$ cat config.mk
export PLATFORM = sky130hd
export DESIGN_NAME = heartbeat_leader_election_flat
export DESIGN_NICKNAME = d
export VERILOG_FILES = /design/src/hle_pkg.sv /design/src/hle_in_if.sv /design/src/hle_out_if.sv /design/src/hle_cfg_regs.sv /design/src/hle_expiry_unit.sv /design/src/hle_core.sv /design/src/heartbeat_leader_election.sv /design/src/flat_wrapper.sv
export SDC_FILE = /design/constraint.sdc
export NUM_CORES = 1
export LEC_CHECK = 0
export ABC_AREA = 1
export BUFFER_PORTS_ARGS = -buffer_cell sky130_fd_sc_hd__buf_2
export CORE_ASPECT_RATIO = 0.6
export CORE_MARGIN = 1.5
export CORE_UTILIZATION = 60
export CTS_BUF_LIST = sky130_fd_sc_hd__clkbuf_8 sky130_fd_sc_hd__clkbuf_16
export CTS_CLUSTER_SIZE = 20
export DETAILED_ROUTE_END_ITERATION = 8
export GPL_ROUTABILITY_DRIVEN = 1
export PLACE_DENSITY = 0.91
export SLEW_MARGIN = 20
export SYNTH_ARGS = -nofsm -noshare
export SYNTH_HDL_FRONTEND = slang
export SYNTH_SLANG_ARGS = --single-unit
$ cat constraint.sdc
create_clock -name clk_i -period 12.15 [get_ports clk_i]
set_input_delay 2.43 -clock clk_i [delete_from_list [all_inputs] [get_ports clk_i]]
set_output_delay 2.43 -clock clk_i [all_outputs]
set_load 0.05 [all_outputs]
$ cat src/hle_pkg.sv
package hle_pkg;

  localparam int NodeCount = 8;
  localparam int IdxW      = (NodeCount > 1) ? $clog2(NodeCount) : 1;
  localparam int IdW       = 3;
  localparam int ClaimW    = 4;
  localparam int TimeW     = 32;
  localparam int MaskW     = 8;
  localparam int DataW     = 32;
  localparam int AddrW     = 3;

  localparam logic signed [ClaimW-1:0] NoneId       = -4'sd1;
  localparam logic [IdW-1:0]           OwnIdReset   = 3'd0;
  localparam logic [TimeW-1:0]         TimeoutReset = 32'd3000;

  typedef enum logic {
    OpHeartbeat,
    OpCheck
  } hle_op_e;

  typedef enum logic {
    RegOwnId,
    RegTimeout
  } hle_reg_e;

  typedef enum logic [2:0] {
    StIdle,
    StDrop,
    StAdopt,
    StDecide,
    StOut
  } hle_state_e;

  typedef struct packed {
    logic [IdW-1:0]   own_id;
    logic [TimeW-1:0] timeout;
  } hle_cfg_t;

  typedef struct packed {
    logic [TimeW-1:0] now;
    logic [TimeW-1:0] last;
    logic [TimeW-1:0] timeout;
  } hle_exp_req_t;

  function automatic logic id_in_table(logic [IdW-1:0] id);
    return 32'(id) < NodeCount;
  endfunction

endpackage

$ cat src/hle_in_if.sv
interface hle_in_if;
  import hle_pkg::*;

  logic                     valid;
  logic                     ready;
  logic                     operation;
  logic [TimeW-1:0]         current_time;
  logic [IdW-1:0]           sender_node;
  logic signed [ClaimW-1:0] sender_claim;
  logic                     sender_in_range;

  modport source (
    output valid, operation, current_time, sender_node, sender_claim, sender_in_range,
    input  ready
  );

  modport sink (
    input  valid, operation, current_time, sender_node, sender_claim, sender_in_range,
    output ready
  );
endinterface

$ cat src/hle_out_if.sv
interface hle_out_if;
  import hle_pkg::*;

  logic                     valid;
  logic                     ready;
  logic signed [ClaimW-1:0] leader_belief;
  logic [MaskW-1:0]         alive_mask;
  logic                     leader_changed;
  logic                     heartbeat_accepted;

  modport source (
    output valid, leader_belief, alive_mask, leader_changed, heartbeat_accepted,
    input  ready
  );

  modport sink (
    input  valid, leader_belief, alive_mask, leader_changed, heartbeat_accepted,
    output ready
  );
endinterface

$ cat src/hle_cfg_regs.sv
module hle_cfg_regs (
  input  logic                     clk_i,
  input  logic                     rst_ni,
  input  logic                     psel,
  input  logic                     penable,
  input  logic                     pwrite,
  input  logic [hle_pkg::AddrW-1:0] paddr,
  input  logic [hle_pkg::DataW-1:0] pwdata,
  output logic [hle_pkg::DataW-1:0] prdata,
  output logic                     pready,
  output hle_pkg::hle_cfg_t        cfg_o
);
  import hle_pkg::*;

  logic [IdW-1:0]   own_q, own_d;
  logic [TimeW-1:0] tmo_q, tmo_d;
  hle_reg_e         sel;
  logic             wr_en;

  assign sel    = hle_reg_e'(paddr[2]);
  assign wr_en  = psel && penable && pwrite;
  assign pready = 1'b1;

  always_comb begin
    own_d = own_q;
    tmo_d = tmo_q;
    if (wr_en) begin
      unique case (sel)
        RegOwnId:   own_d = pwdata[IdW-1:0];
        RegTimeout: tmo_d = pwdata[TimeW-1:0];
        default:    ;
      endcase
    end
  end

  always_comb begin
    unique case (sel)
      RegOwnId:   prdata = DataW'(own_q);
      RegTimeout: prdata = DataW'(tmo_q);
      default:    prdata = '0;
    endcase
  end

  always_ff @(posedge clk_i or negedge rst_ni) begin
    if (!rst_ni) begin
      own_q <= OwnIdReset;
      tmo_q <= TimeoutReset;
    end else begin
      own_q <= own_d;
      tmo_q <= tmo_d;
    end
  end

  assign cfg_o.own_id  = own_q;
  assign cfg_o.timeout = tmo_q;

endmodule

$ cat src/hle_expiry_unit.sv
module hle_expiry_unit (
  input  hle_pkg::hle_exp_req_t req_i,
  output logic                  expired_o
);
  import hle_pkg::*;

  logic [TimeW-1:0] elapsed;

  // wraps modulo 2^32
  assign elapsed   = req_i.now - req_i.last;
  assign expired_o = elapsed > req_i.timeout;

endmodule

$ cat src/hle_core.sv
module hle_core (
  input  logic              clk_i,
  input  logic              rst_ni,
  input  hle_pkg::hle_cfg_t cfg_i,
  hle_in_if.sink            in_if,
  hle_out_if.source         out_if
);
  import hle_pkg::*;

  hle_state_e state_q, state_d;
  logic [IdxW-1:0] cnt_q;
  logic [TimeW-1:0] now_q;
  logic acc_q, chg_q, any_q, found_q;
  logic signed [ClaimW-1:0] pick_q;
  logic [IdW-1:0] lowest_q;
  logic signed [ClaimW-1:0] leader_q;

  logic [TimeW-1:0]         last_q  [NodeCount];
  logic signed [ClaimW-1:0] claim_q [NodeCount];
  logic [NodeCount-1:0]     alive_q;

  logic ov_q;
  logic signed [ClaimW-1:0] ob_q;
  logic [MaskW-1:0] om_q;
  logic oc_q, oa_q;

  logic in_ready, walk_last, load_out, accept, hb_ok;
  logic expired, cnt_up, cand_ok;
  logic signed [ClaimW-1:0] in_claim, cand, leader_d;
  logic [MaskW-1:0] mask;
  hle_exp_req_t exp_req;

  function automatic logic id_alive(logic signed [ClaimW-1:0] id, logic [IdW-1:0] own,
                                    logic [NodeCount-1:0] alive);
    logic [IdW-1:0] u;
    u = id[IdW-1:0];
    if (id[ClaimW-1]) return 1'b0;
    if (u == own) return 1'b1;
    return id_in_table(u) && alive[IdxW'(u)];
  endfunction

  hle_expiry_unit u_exp (
    .req_i     (exp_req),
    .expired_o (expired)
  );

  assign exp_req.now     = now_q;
  assign exp_req.last    = last_q[cnt_q];
  assign exp_req.timeout = cfg_i.timeout;

  assign in_claim = in_if.sender_claim[ClaimW-1] ? NoneId : in_if.sender_claim;
  assign accept   = in_if.valid && in_ready;
  assign hb_ok    = (in_if.operation == OpHeartbeat) && in_if.sender_in_range &&
                    (in_if.sender_node != cfg_i.own_id) && id_in_table(in_if.sender_node);

  assign cnt_up  = alive_q[cnt_q] && (int'(cnt_q) != int'(cfg_i.own_id));
  assign cand    = claim_q[cnt_q];
  assign cand_ok = cnt_up && !cand[ClaimW-1] && (cand != leader_q) &&
                   id_alive(cand, cfg_i.own_id, alive_q);

  for (genvar g = 0; g < MaskW; g++) begin : g_mask
    if (g < NodeCount) begin : g_in
      assign mask[g] = alive_q[g] && (IdW'(g) != cfg_i.own_id);
    end else begin : g_out
      assign mask[g] = 1'b0;
    end
  end

  always_comb begin
    if (!any_q) begin
      leader_d = leader_q;
    end else if (found_q) begin
      leader_d = pick_q;
    end else if (id_alive(leader_q, cfg_i.own_id, alive_q)) begin
      leader_d = leader_q;
    end else begin
      leader_d = ClaimW'({1'b0, lowest_q});
    end
  end

  // control outputs
  always_comb begin
    in_ready  = (state_q == StIdle);
    walk_last = (cnt_q == IdxW'(NodeCount - 1));
    load_out  = (state_q == StOut) && (!ov_q || out_if.ready);
  end

  // next state
  always_comb begin
    state_d = state_q;
    unique case (state_q)
      StIdle: begin
        if (accept) state_d = (in_if.operation == OpHeartbeat) ? StOut : StDrop;
      end
      StDrop:   if (walk_last) state_d = StAdopt;
      StAdopt:  if (walk_last) state_d = StDecide;
      StDecide: state_d = StOut;
      StOut:    if (load_out) state_d = StIdle;
      default:  state_d = StIdle;
    endcase
  end

  always_ff @(posedge clk_i or negedge rst_ni) begin
    if (!rst_ni) begin
      state_q  <= StIdle;
      cnt_q    <= '0;
      now_q    <= '0;
      leader_q <= NoneId;
      alive_q  <= '0;
      ov_q     <= 1'b0;
      ob_q     <= NoneId;
      om_q     <= '0;
      oc_q     <= 1'b0;
      oa_q     <= 1'b0;
      acc_q    <= 1'b0;
      chg_q    <= 1'b0;
      any_q    <= 1'b0;
      found_q  <= 1'b0;
      pick_q   <= NoneId;
      lowest_q <= '0;
      for (int i = 0; i < NodeCount; i++) begin
        last_q[i]  <= '0;
        claim_q[i] <= NoneId;
      end
    end else begin
      state_q <= state_d;
      unique case (state_q)
        StIdle: begin
          cnt_q <= '0;
          if (accept) begin
            now_q <= in_if.current_time;
            acc_q <= hb_ok;
            chg_q <= 1'b0;
            if (hb_ok) begin
              last_q[IdxW'(in_if.sender_node)]  <= in_if.current_time;
              claim_q[IdxW'(in_if.sender_node)] <= in_claim;
              alive_q[IdxW'(in_if.sender_node)] <= 1'b1;
            end
          end
        end
        StDrop: begin
          if (alive_q[cnt_q] && expired) alive_q[cnt_q] <= 1'b0;
          cnt_q <= walk_last ? '0 : cnt_q + 1'b1;
          any_q    <= 1'b0;
          found_q  <= 1'b0;
          lowest_q <= cfg_i.own_id;
        end
        StAdopt: begin
          if (cnt_up) begin
            any_q <= 1'b1;
            // first peer up is the lowest one
            if (!any_q && (IdW'(cnt_q) < cfg_i.own_id)) lowest_q <= IdW'(cnt_q);
          end
          if (cand_ok && !found_q) begin
            found_q <= 1'b1;
            pick_q  <= cand;
          end
          cnt_q <= walk_last ? '0 : cnt_q + 1'b1;
        end
        StDecide: begin
          leader_q <= leader_d;
          chg_q    <= (leader_d != leader_q);
        end
        StOut: ;
        default: ;
      endcase

      if (load_out) begin
        ov_q <= 1'b1;
        ob_q <= leader_q;
        om_q <= mask;
        oc_q <= chg_q;
        oa_q <= acc_q;
      end else if (out_if.ready) begin
        ov_q <= 1'b0;
      end
    end
  end

  assign in_if.ready               = in_ready;
  assign out_if.valid              = ov_q;
  assign out_if.leader_belief      = ob_q;
  assign out_if.alive_mask         = om_q;
  assign out_if.leader_changed     = oc_q;
  assign out_if.heartbeat_accepted = oa_q;

endmodule

$ cat src/heartbeat_leader_election.sv
// Channel | Dir | Word
// in_if   | in  | operation, current_time, sender_node, sender_claim, sender_in_range
// out_if  | out | leader_belief, alive_mask, leader_changed, heartbeat_accepted
// apb     | in  | own_node_id at 0x0, silence_timeout at 0x4
//
// Heartbeat: result registered in StOut, entered straight from StIdle on accept.
// Check: result registered in StOut after a timeout walk (StDrop) through the single expiry
// comparator and a claim walk (StAdopt) over the peer table, one entry per cycle each,
// then a decide state (StDecide).
// Reset clears the table, connected flags, claims and leader belief.
// in_if.ready is high only between items; a word waiting on out_if holds the next
// item in its final cycle until the output register frees.
module heartbeat_leader_election (
  input  logic                      clk_i,
  input  logic                      rst_ni,
  hle_in_if.sink                    in_if,
  hle_out_if.source                 out_if,
  input  logic                      psel,
  input  logic                      penable,
  input  logic                      pwrite,
  input  logic [hle_pkg::AddrW-1:0] paddr,
  input  logic [hle_pkg::DataW-1:0] pwdata,
  output logic [hle_pkg::DataW-1:0] prdata,
  output logic                      pready
);
  import hle_pkg::*;

  hle_cfg_t cfg;

  hle_cfg_regs u_cfg (
    .clk_i   (clk_i),
    .rst_ni  (rst_ni),
    .psel    (psel),
    .penable (penable),
    .pwrite  (pwrite),
    .paddr   (paddr),
    .pwdata  (pwdata),
    .prdata  (prdata),
    .pready  (pready),
    .cfg_o   (cfg)
  );

  hle_core u_core (
    .clk_i  (clk_i),
    .rst_ni (rst_ni),
    .cfg_i  (cfg),
    .in_if  (in_if),
    .out_if (out_if)
  );

endmodule

$ cat src/flat_wrapper.sv
// flat-port wrapper written by rule: the top's interface ports become plain ports
module heartbeat_leader_election_flat import hle_pkg::*;
  (clk_i, rst_ni, psel, penable, pwrite, paddr, pwdata, prdata, pready, in_if_valid, in_if_operation, in_if_current_time, in_if_sender_node, in_if_sender_claim, in_if_sender_in_range, in_if_ready, out_if_valid, out_if_leader_belief, out_if_alive_mask, out_if_leader_changed, out_if_heartbeat_accepted, out_if_ready);
  hle_in_if in_if_i ();
  hle_out_if out_if_i ();
  input  logic clk_i;
  input  logic rst_ni;
  input  logic psel;
  input  logic penable;
  input  logic pwrite;
  input  logic [hle_pkg::AddrW-1:0] paddr;
  input  logic [hle_pkg::DataW-1:0] pwdata;
  output logic [hle_pkg::DataW-1:0] prdata;
  output logic pready;
  input wire logic [$bits(in_if_i.valid)-1:0] in_if_valid;
  input wire logic [$bits(in_if_i.operation)-1:0] in_if_operation;
  input wire logic [$bits(in_if_i.current_time)-1:0] in_if_current_time;
  input wire logic [$bits(in_if_i.sender_node)-1:0] in_if_sender_node;
  input wire logic [$bits(in_if_i.sender_claim)-1:0] in_if_sender_claim;
  input wire logic [$bits(in_if_i.sender_in_range)-1:0] in_if_sender_in_range;
  output wire logic [$bits(in_if_i.ready)-1:0] in_if_ready;
  output wire logic [$bits(out_if_i.valid)-1:0] out_if_valid;
  output wire logic [$bits(out_if_i.leader_belief)-1:0] out_if_leader_belief;
  output wire logic [$bits(out_if_i.alive_mask)-1:0] out_if_alive_mask;
  output wire logic [$bits(out_if_i.leader_changed)-1:0] out_if_leader_changed;
  output wire logic [$bits(out_if_i.heartbeat_accepted)-1:0] out_if_heartbeat_accepted;
  input wire logic [$bits(out_if_i.ready)-1:0] out_if_ready;
  assign in_if_i.valid = in_if_valid;
  assign in_if_i.operation = in_if_operation;
  assign in_if_i.current_time = in_if_current_time;
  assign in_if_i.sender_node = in_if_sender_node;
  assign in_if_i.sender_claim = in_if_sender_claim;
  assign in_if_i.sender_in_range = in_if_sender_in_range;
  assign in_if_ready = in_if_i.ready;
  assign out_if_valid = out_if_i.valid;
  assign out_if_leader_belief = out_if_i.leader_belief;
  assign out_if_alive_mask = out_if_i.alive_mask;
  assign out_if_leader_changed = out_if_i.leader_changed;
  assign out_if_heartbeat_accepted = out_if_i.heartbeat_accepted;
  assign out_if_i.ready = out_if_ready;
  heartbeat_leader_election u_core (.clk_i(clk_i), .rst_ni(rst_ni), .in_if(in_if_i), .out_if(out_if_i), .psel(psel), .penable(penable), .pwrite(pwrite), .paddr(paddr), .pwdata(pwdata), .prdata(prdata), .pready(pready));
endmodule
* Word-level counts from Yosys, hierarchy flattened
Cells that the tools add are included.
Word-level totals: register bits 399, bits in latches 0, RAM bits 0, bits in read-only memories 0, input bits 83, output and inout bits 49, logic and storage cells 199, memories 0
Cells by class: add/sub/neg operators 2, multipliers 0, divide/modulo/power cells 0, order comparisons 11, eq/ne operators 27, shift operators 0, muxes and demuxes 70, bitwise operators 7, reduce and logical (&&, ||, !) cells 48
Operators with widths (number):
- 256-bit bitwise mux | 1
- 32-bit binary-select mux with 3-bit select | 1
- 32-bit demux with 3-bit select | 1
- 32-bit two-way mux | 3
- 32-bit case mux with 2 select lines | 1
- 32-bit bitwise mux | 1
- 32-bit > comparator | 1
- 32-bit subtractor | 1
- 1-bit two-way mux | 30
- 4-bit two-way mux | 7
- 1-bit logical AND | 24
- 3-bit two-way mux | 8
- 8-bit two-way mux | 3
- 3-bit by 4-bit less-than comparator with 1-bit output, second input constant | 4
- 8-bit case mux with 2 select lines | 1
- 3-bit case mux with 5 select lines | 1
- 2-bit != test, second input constant | 7
- 2-bit AND reduction | 7
- 4-bit binary-select mux with 3-bit select | 1
- 4-bit demux with 3-bit select | 1
- 3-bit != test, first input constant | 4
- 3-bit case mux with 2 select lines | 2
- 2-bit nonzero test | 5
- 1-bit binary-select mux with 3-bit select | 3
- 28 further kinds | 47

* Longest topological paths before layout
word-level depth 15, gate-level depth with buffers 33

* Cells and area by module
From an unflattened synthesis, not the netlist that was laid out.
Unflattened totals: cells, all modules 2637, area total of the unflattened synthesis 21056.4 µm²
By module, submodules not included:
- hle_core | times used 1, cells an instance 1756, area each 16076.7 µm², seq. area each 9163.8 µm²
- hle_expiry_unit | times used 1, cells an instance 653, area each 3275.6 µm², seq. area each 0.0 µm²
- hle_cfg_regs | times used 1, cells an instance 228, area each 1704.1 µm², seq. area each 884.6 µm²

* Least setup slack after synthesis
OpenSTA, ideal clock, no wires.
kind input -> output, start input port paddr[2] (netlist bit), end output port prdata[0] (netlist bit), data arrival time 3.719 ns, data required time 9.720 ns, slack 6.001 ns, cell stages on the path 2, cell sequence clkbuf_1 o21ai_0
On the way: word-level cells in the longest chain between the ends 2
RTL lines:
- start: declaration | line flat_wrapper.sv:11 | input logic [hle_pkg::AddrW-1:0] paddr;
- 1-bit inverter (no source line)
- 32-bit case mux with 2 select lines * | line hle_cfg_regs.sv:37 | unique case (sel)
- end: declaration | line flat_wrapper.sv:13 | output logic [hle_pkg::DataW-1:0] prdata;
Mark *: on every way between the ends. The rest lies on a longest branch, timed or not.

* Final worst setup path
start register u_core.u_core.cnt_q[2], end register u_core.u_core.alive_q[4]
On the way: word-level cells in the longest chain between the ends 9
RTL lines:
- start: declaration | line hle_core.sv:11 | logic [IdxW-1:0] cnt_q;
- start signal: assignment | line hle_core.sv:143 | cnt_q <= walk_last ? '0 : cnt_q + 1'b1;
- start signal: assignment | line hle_core.sv:158 | cnt_q <= walk_last ? '0 : cnt_q + 1'b1;
- 3-bit inverter with 4-bit output (implied by the code) | line hle_core.sv:48 | assign exp_req.last = last_q[cnt_q];
- 32-bit binary-select mux with 3-bit select | line hle_core.sv:48
- 32-bit two-way mux (implied by the code) (2 in series) | line hle_core.sv:48
- 32-bit subtractor | line hle_expiry_unit.sv:10 | assign elapsed = req_i.now - req_i.last;
- 32-bit > comparator | line hle_expiry_unit.sv:11 | assign expired_o = elapsed > req_i.timeout;
- 1-bit logical AND | line hle_core.sv:142 | if (alive_q[cnt_q] && expired) alive_q[cnt_q] <= 1'b0;
- 2-bit != test (no source line)
- 4-bit AND reduction (no source line)
- end signal: assignment | line hle_core.sv:109 | alive_q <= '0;
- end signal: indexed assignment | line hle_core.sv:137 | alive_q[IdxW'(in_if.sender_node)] <= 1'b1;
- end: declaration | line hle_core.sv:20 | logic [NodeCount-1:0] alive_q;
Parallel ways exist; a longest one is shown, timed or not. The select of a mux whose other input is x is not followed. A chain may end at the register's enable or synchronous reset.

==> flow_metrics.tcl <==
set metrics [dict create \
    setup_viol 0 \
    dp_hpwl_mm 35.9 \
    dieHeight_um 144 \
    syn_to_final_growth_pct 11.2 \
    portBuffers 128 \
    postSynthCellCount 2379 \
    hp-class "reg -> reg" \
    cts.reportedPaths.clkPinSlew_ps 70 \
    whs_endpoint "u_core.u_core.claim_q[17]$_DFFE_PN1P_" \
    antennaDiodeCount 0 \
    max_freq_mhz 151 \
    dpl-instance-area_um2 20700 \
    cts_resized 0 \
    grt_pass1_wl_mm 89.4 \
    ir_worst_vdd_v 0.000134 \
    vias_per_cell 6.08 \
    synth_seq_area_share_pct 50.4 \
    cellLeakagePower_uw 0.0110 \
    insertion_delay_ps 550 \
    synth_edf_count 0 \
    setup.worst_path.class "reg -> reg" \
    io_pins 132 \
    crit_fanout 21 \
    r2r_end "u_core.u_core.alive_q[4]$_DFFE_PN0P_" \
    die-area_um2 34400 \
    drc 0 \
    finalSetupTns_ps 0 \
    post_cts_buffers 0 \
    power.density_nw_per_um2 299 \
    cts_hold_buffers 0 \
    numCtsBuffers 39 \
    maxCapViolations 0 \
    dr.pass1.iters 6 \
    hp-start "u_core.u_core.claim_q[17]$_DFFE_PN1P_" \
    cts.sinks 399 \
    first_iter_violations 2579 \
    dieWidth_um 238 \
    place_congestion 0.972 \
    grt_overflow 0 \
    clock-root-buffer "clkbuf_16" \
    initial_core_util_pct 61.2 \
    min_path_cells 2 \
    drive_above_1_share_pct 12.3 \
    rsz0062_at_grt "false" \
    antenna_found_initial 1 \
    grt_usage_pct 33.3 \
    synth.avg_cell_area_um2 8.39 \
    layout_min_cycle_time_ps 6620 \
    worst_slew_pin_slew_ps 1020 \
    finClkSkew_ps 21.6 \
    final.fill_count 2413 \
    final_common_cell "nand2_1" \
    nNetsFinal 2600 \
    synth-seq-cells 399 \
    drv_slew 0 \
    wire_per_inst_um 19.2 \
    period_share_pct 54.4 \
    grt_max_degree 194 \
    synth_nets 2532 \
    critPathCaptureType "flop" \
    stdcell_area_um2 22200 \
    rows 51 \
    r2r_cells 27 \
    relSlewSlack_pct 32.1 \
    tritoncts "done" \
    worstPathRequired_ps 12640 \
    r2r_start "u_core.u_core.cnt_q[2]$_DFFE_PN0P_" \
    ant_nets 0 \
    clockBufferDepth 3 \
    status "complete, no violations" \
    yosys_warnings 0 \
    vias 17800 \
    final_cell_mix "nand2_1, o21ai_0, dfrtp_1" \
    grt_pass1_vias 16900 \
    drt_wl_total_mm 56.2 \
    coreArea_um2 32600 \
    ys_types 52 \
    ys.flop_type "dfrtp_1" \
    synthArstFlopShare_pct 100 \
    htree_num_levels 2 \
    r2r_slack_ps 5530 \
    fin_util_pct 68.0 \
    synthesis.area_um2 20000 \
    start_kind "flop" \
    cp.arrival_ps 7100 \
    hold_viol_final 0 \
]
==> per-layer routing <==
layer / GRT usage, % / vias to the layer above / part of all wire, %
met5: 0 / - / 0.021
met4: 11.0 / 2 / 2.7
met3: 10.1 / 151 / 13
met2: 48.8 / 1166 / 42
met1: 47.3 / 8446 / 42
li1: - / 8029 / -
==> cell usage after synthesis (5+ instances only) <==
| master | number | share of area [%] |
|---|---|---|
| nand2_1 | 653 | 12 |
| o21ai_0 | 353 | 8.9 |
| dfrtp_1 | 348 | 44 |
| inv_1 | 228 | 4.3 |
| a21oi_1 | 92 | 2.3 |
| nor2_1 | 87 | 1.6 |
| ha_1 | 69 | 4.3 |
| clkbuf_1 | 68 | 1.3 |
| nand3_1 | 60 | 1.5 |
| dfstp_2 | 51 | 6.7 |
| nand4_1 | 44 | 1.4 |
| a22oi_1 | 38 | 1.4 |
| o21ai_1 | 35 | 0.88 |
| buf_2 | 27 | 0.68 |
| xor2_1 | 27 | 1.2 |
| a221oi_1 | 26 | 1.1 |
| a22o_1 | 25 | 1.1 |
| nor3_1 | 20 | 0.50 |
| xnor2_1 | 13 | 0.57 |
| inv_2 | 12 | 0.23 |
| buf_6 | 10 | 0.56 |
| a31oi_1 | 8 | 0.25 |
| nand2_2 | 8 | 0.25 |
| o22ai_1 | 8 | 0.25 |
| buf_4 | 7 | 0.26 |
| o211ai_1 | 6 | 0.23 |
| buf_1 | 5 | 0.094 |
| o31ai_1 | 5 | 0.19 |
==> worst max-delay path by stage <==
stage / start / to / slack, ps
6_report: u_core.u_core.cnt_q[2]$_DFFE_PN0P_ / u_core.u_core.alive_q[4]$_DFFE_PN0P_ / 5530
5_1_grt: u_core.u_core.cnt_q[2]$_DFFE_PN0P_ / u_core.u_core.alive_q[4]$_DFFE_PN0P_ / 5140
4_1_cts: u_core.u_core.cnt_q[2]$_DFFE_PN0P_ / u_core.u_core.alive_q[5]$_DFFE_PN0P_ / 5790
3_5_place_dp: u_core.u_core.cnt_q[2]$_DFFE_PN0P_ / u_core.u_core.alive_q[5]$_DFFE_PN0P_ / 5860
3_3_place_gp: u_core.u_core.cnt_q[2]$_DFFE_PN0P_ / u_core.u_core.alive_q[4]$_DFFE_PN0P_ / 6040
2_1_floorplan: paddr[2] / prdata[0] / 6000
==> power by group <==
group          internal, uW  switching (uW)  total (uW)
clock network           798             532        1330
logic                  1030            2190        3220
registers              1800             289        2090
==> worst max-delay path, stage by stage, from the launching register on <==
cell and delay (ps):
dfrtp_1 750, inv_2 230, nand3_1 170, clkinv_1 420, buf_4 430, a22o_1 260
a221oi_1 330, nand4_1 160, inv_1 130, ha_1 170, nand2_1 70, nor3_1 190
nor2_1 100, o21bai_1 290, a21boi_1 160, o21ai_1 260, nand3_1 140, nand3_1 120
nand2_1 140, ha_1 370, nand4_1 100, nor4_1 270, nand2_1 170, nor3_1 570
a211oi_4 150, nand2_1 180, nand3_1 90, nand2_1 90
==> area by class of cell <==
cell class	instances	area [um^2]	area share, %
sequential	399	10000	45.3
multi-input combinational	1621	8440	38.0
clock buffer	51	1150	5.20
inverter	242	908	4.10
timing repair buffer	144	803	3.62
tap	450	563	2.54
clock inverter	20	268	1.21
==> flip-flops by register name, indices dropped and copies added (netlist names), 4 cells and up <==
register                            cells
u_core.u_core.leader_q                  4
u_core.u_core.claim_q                  32
u_core.u_core.alive_q                   8
u_core.u_core.out_if.leader_belief      4
u_core.u_cfg.tmo_q                     32
u_core.u_core.now_q                    32
u_core.u_core.last_q                  256
u_core.u_core.pick_q                    4
u_core.u_core.out_if.alive_mask         8
==> stage by stage <==
stage / setup WS, ps / hold slack, ps / power [uW] / cells
floorplan: 6000 / 442 / 4230 / 2379
detailed placement: 5860 / 457 / 5160 / 2855
CTS: 5790 / 471 / 6530 / 2926
global placement: 6040 / 454 / 4990 / 2855
global route: 5140 / 476 / 7080 / 2927
finish: 5530 / 471 / 6640 / 2927
==> logic make-up (layout without fill, tap and decap cells) <==
family,after synthesis,count (layout),share of synthesized area (%)
other,1,1,0.0188
adders and majority gates,70,70,4.43
buffers and inverters,359,457,7.43
DFF,399,399,50.4
muxes,1,1,0.0564
and+or+nand+nor,889,889,18.2
xor gates and xnor gates,40,40,1.76
AOI/OAI and AO/OA,620,620,17.7
(Power assumes the default switching activity.)
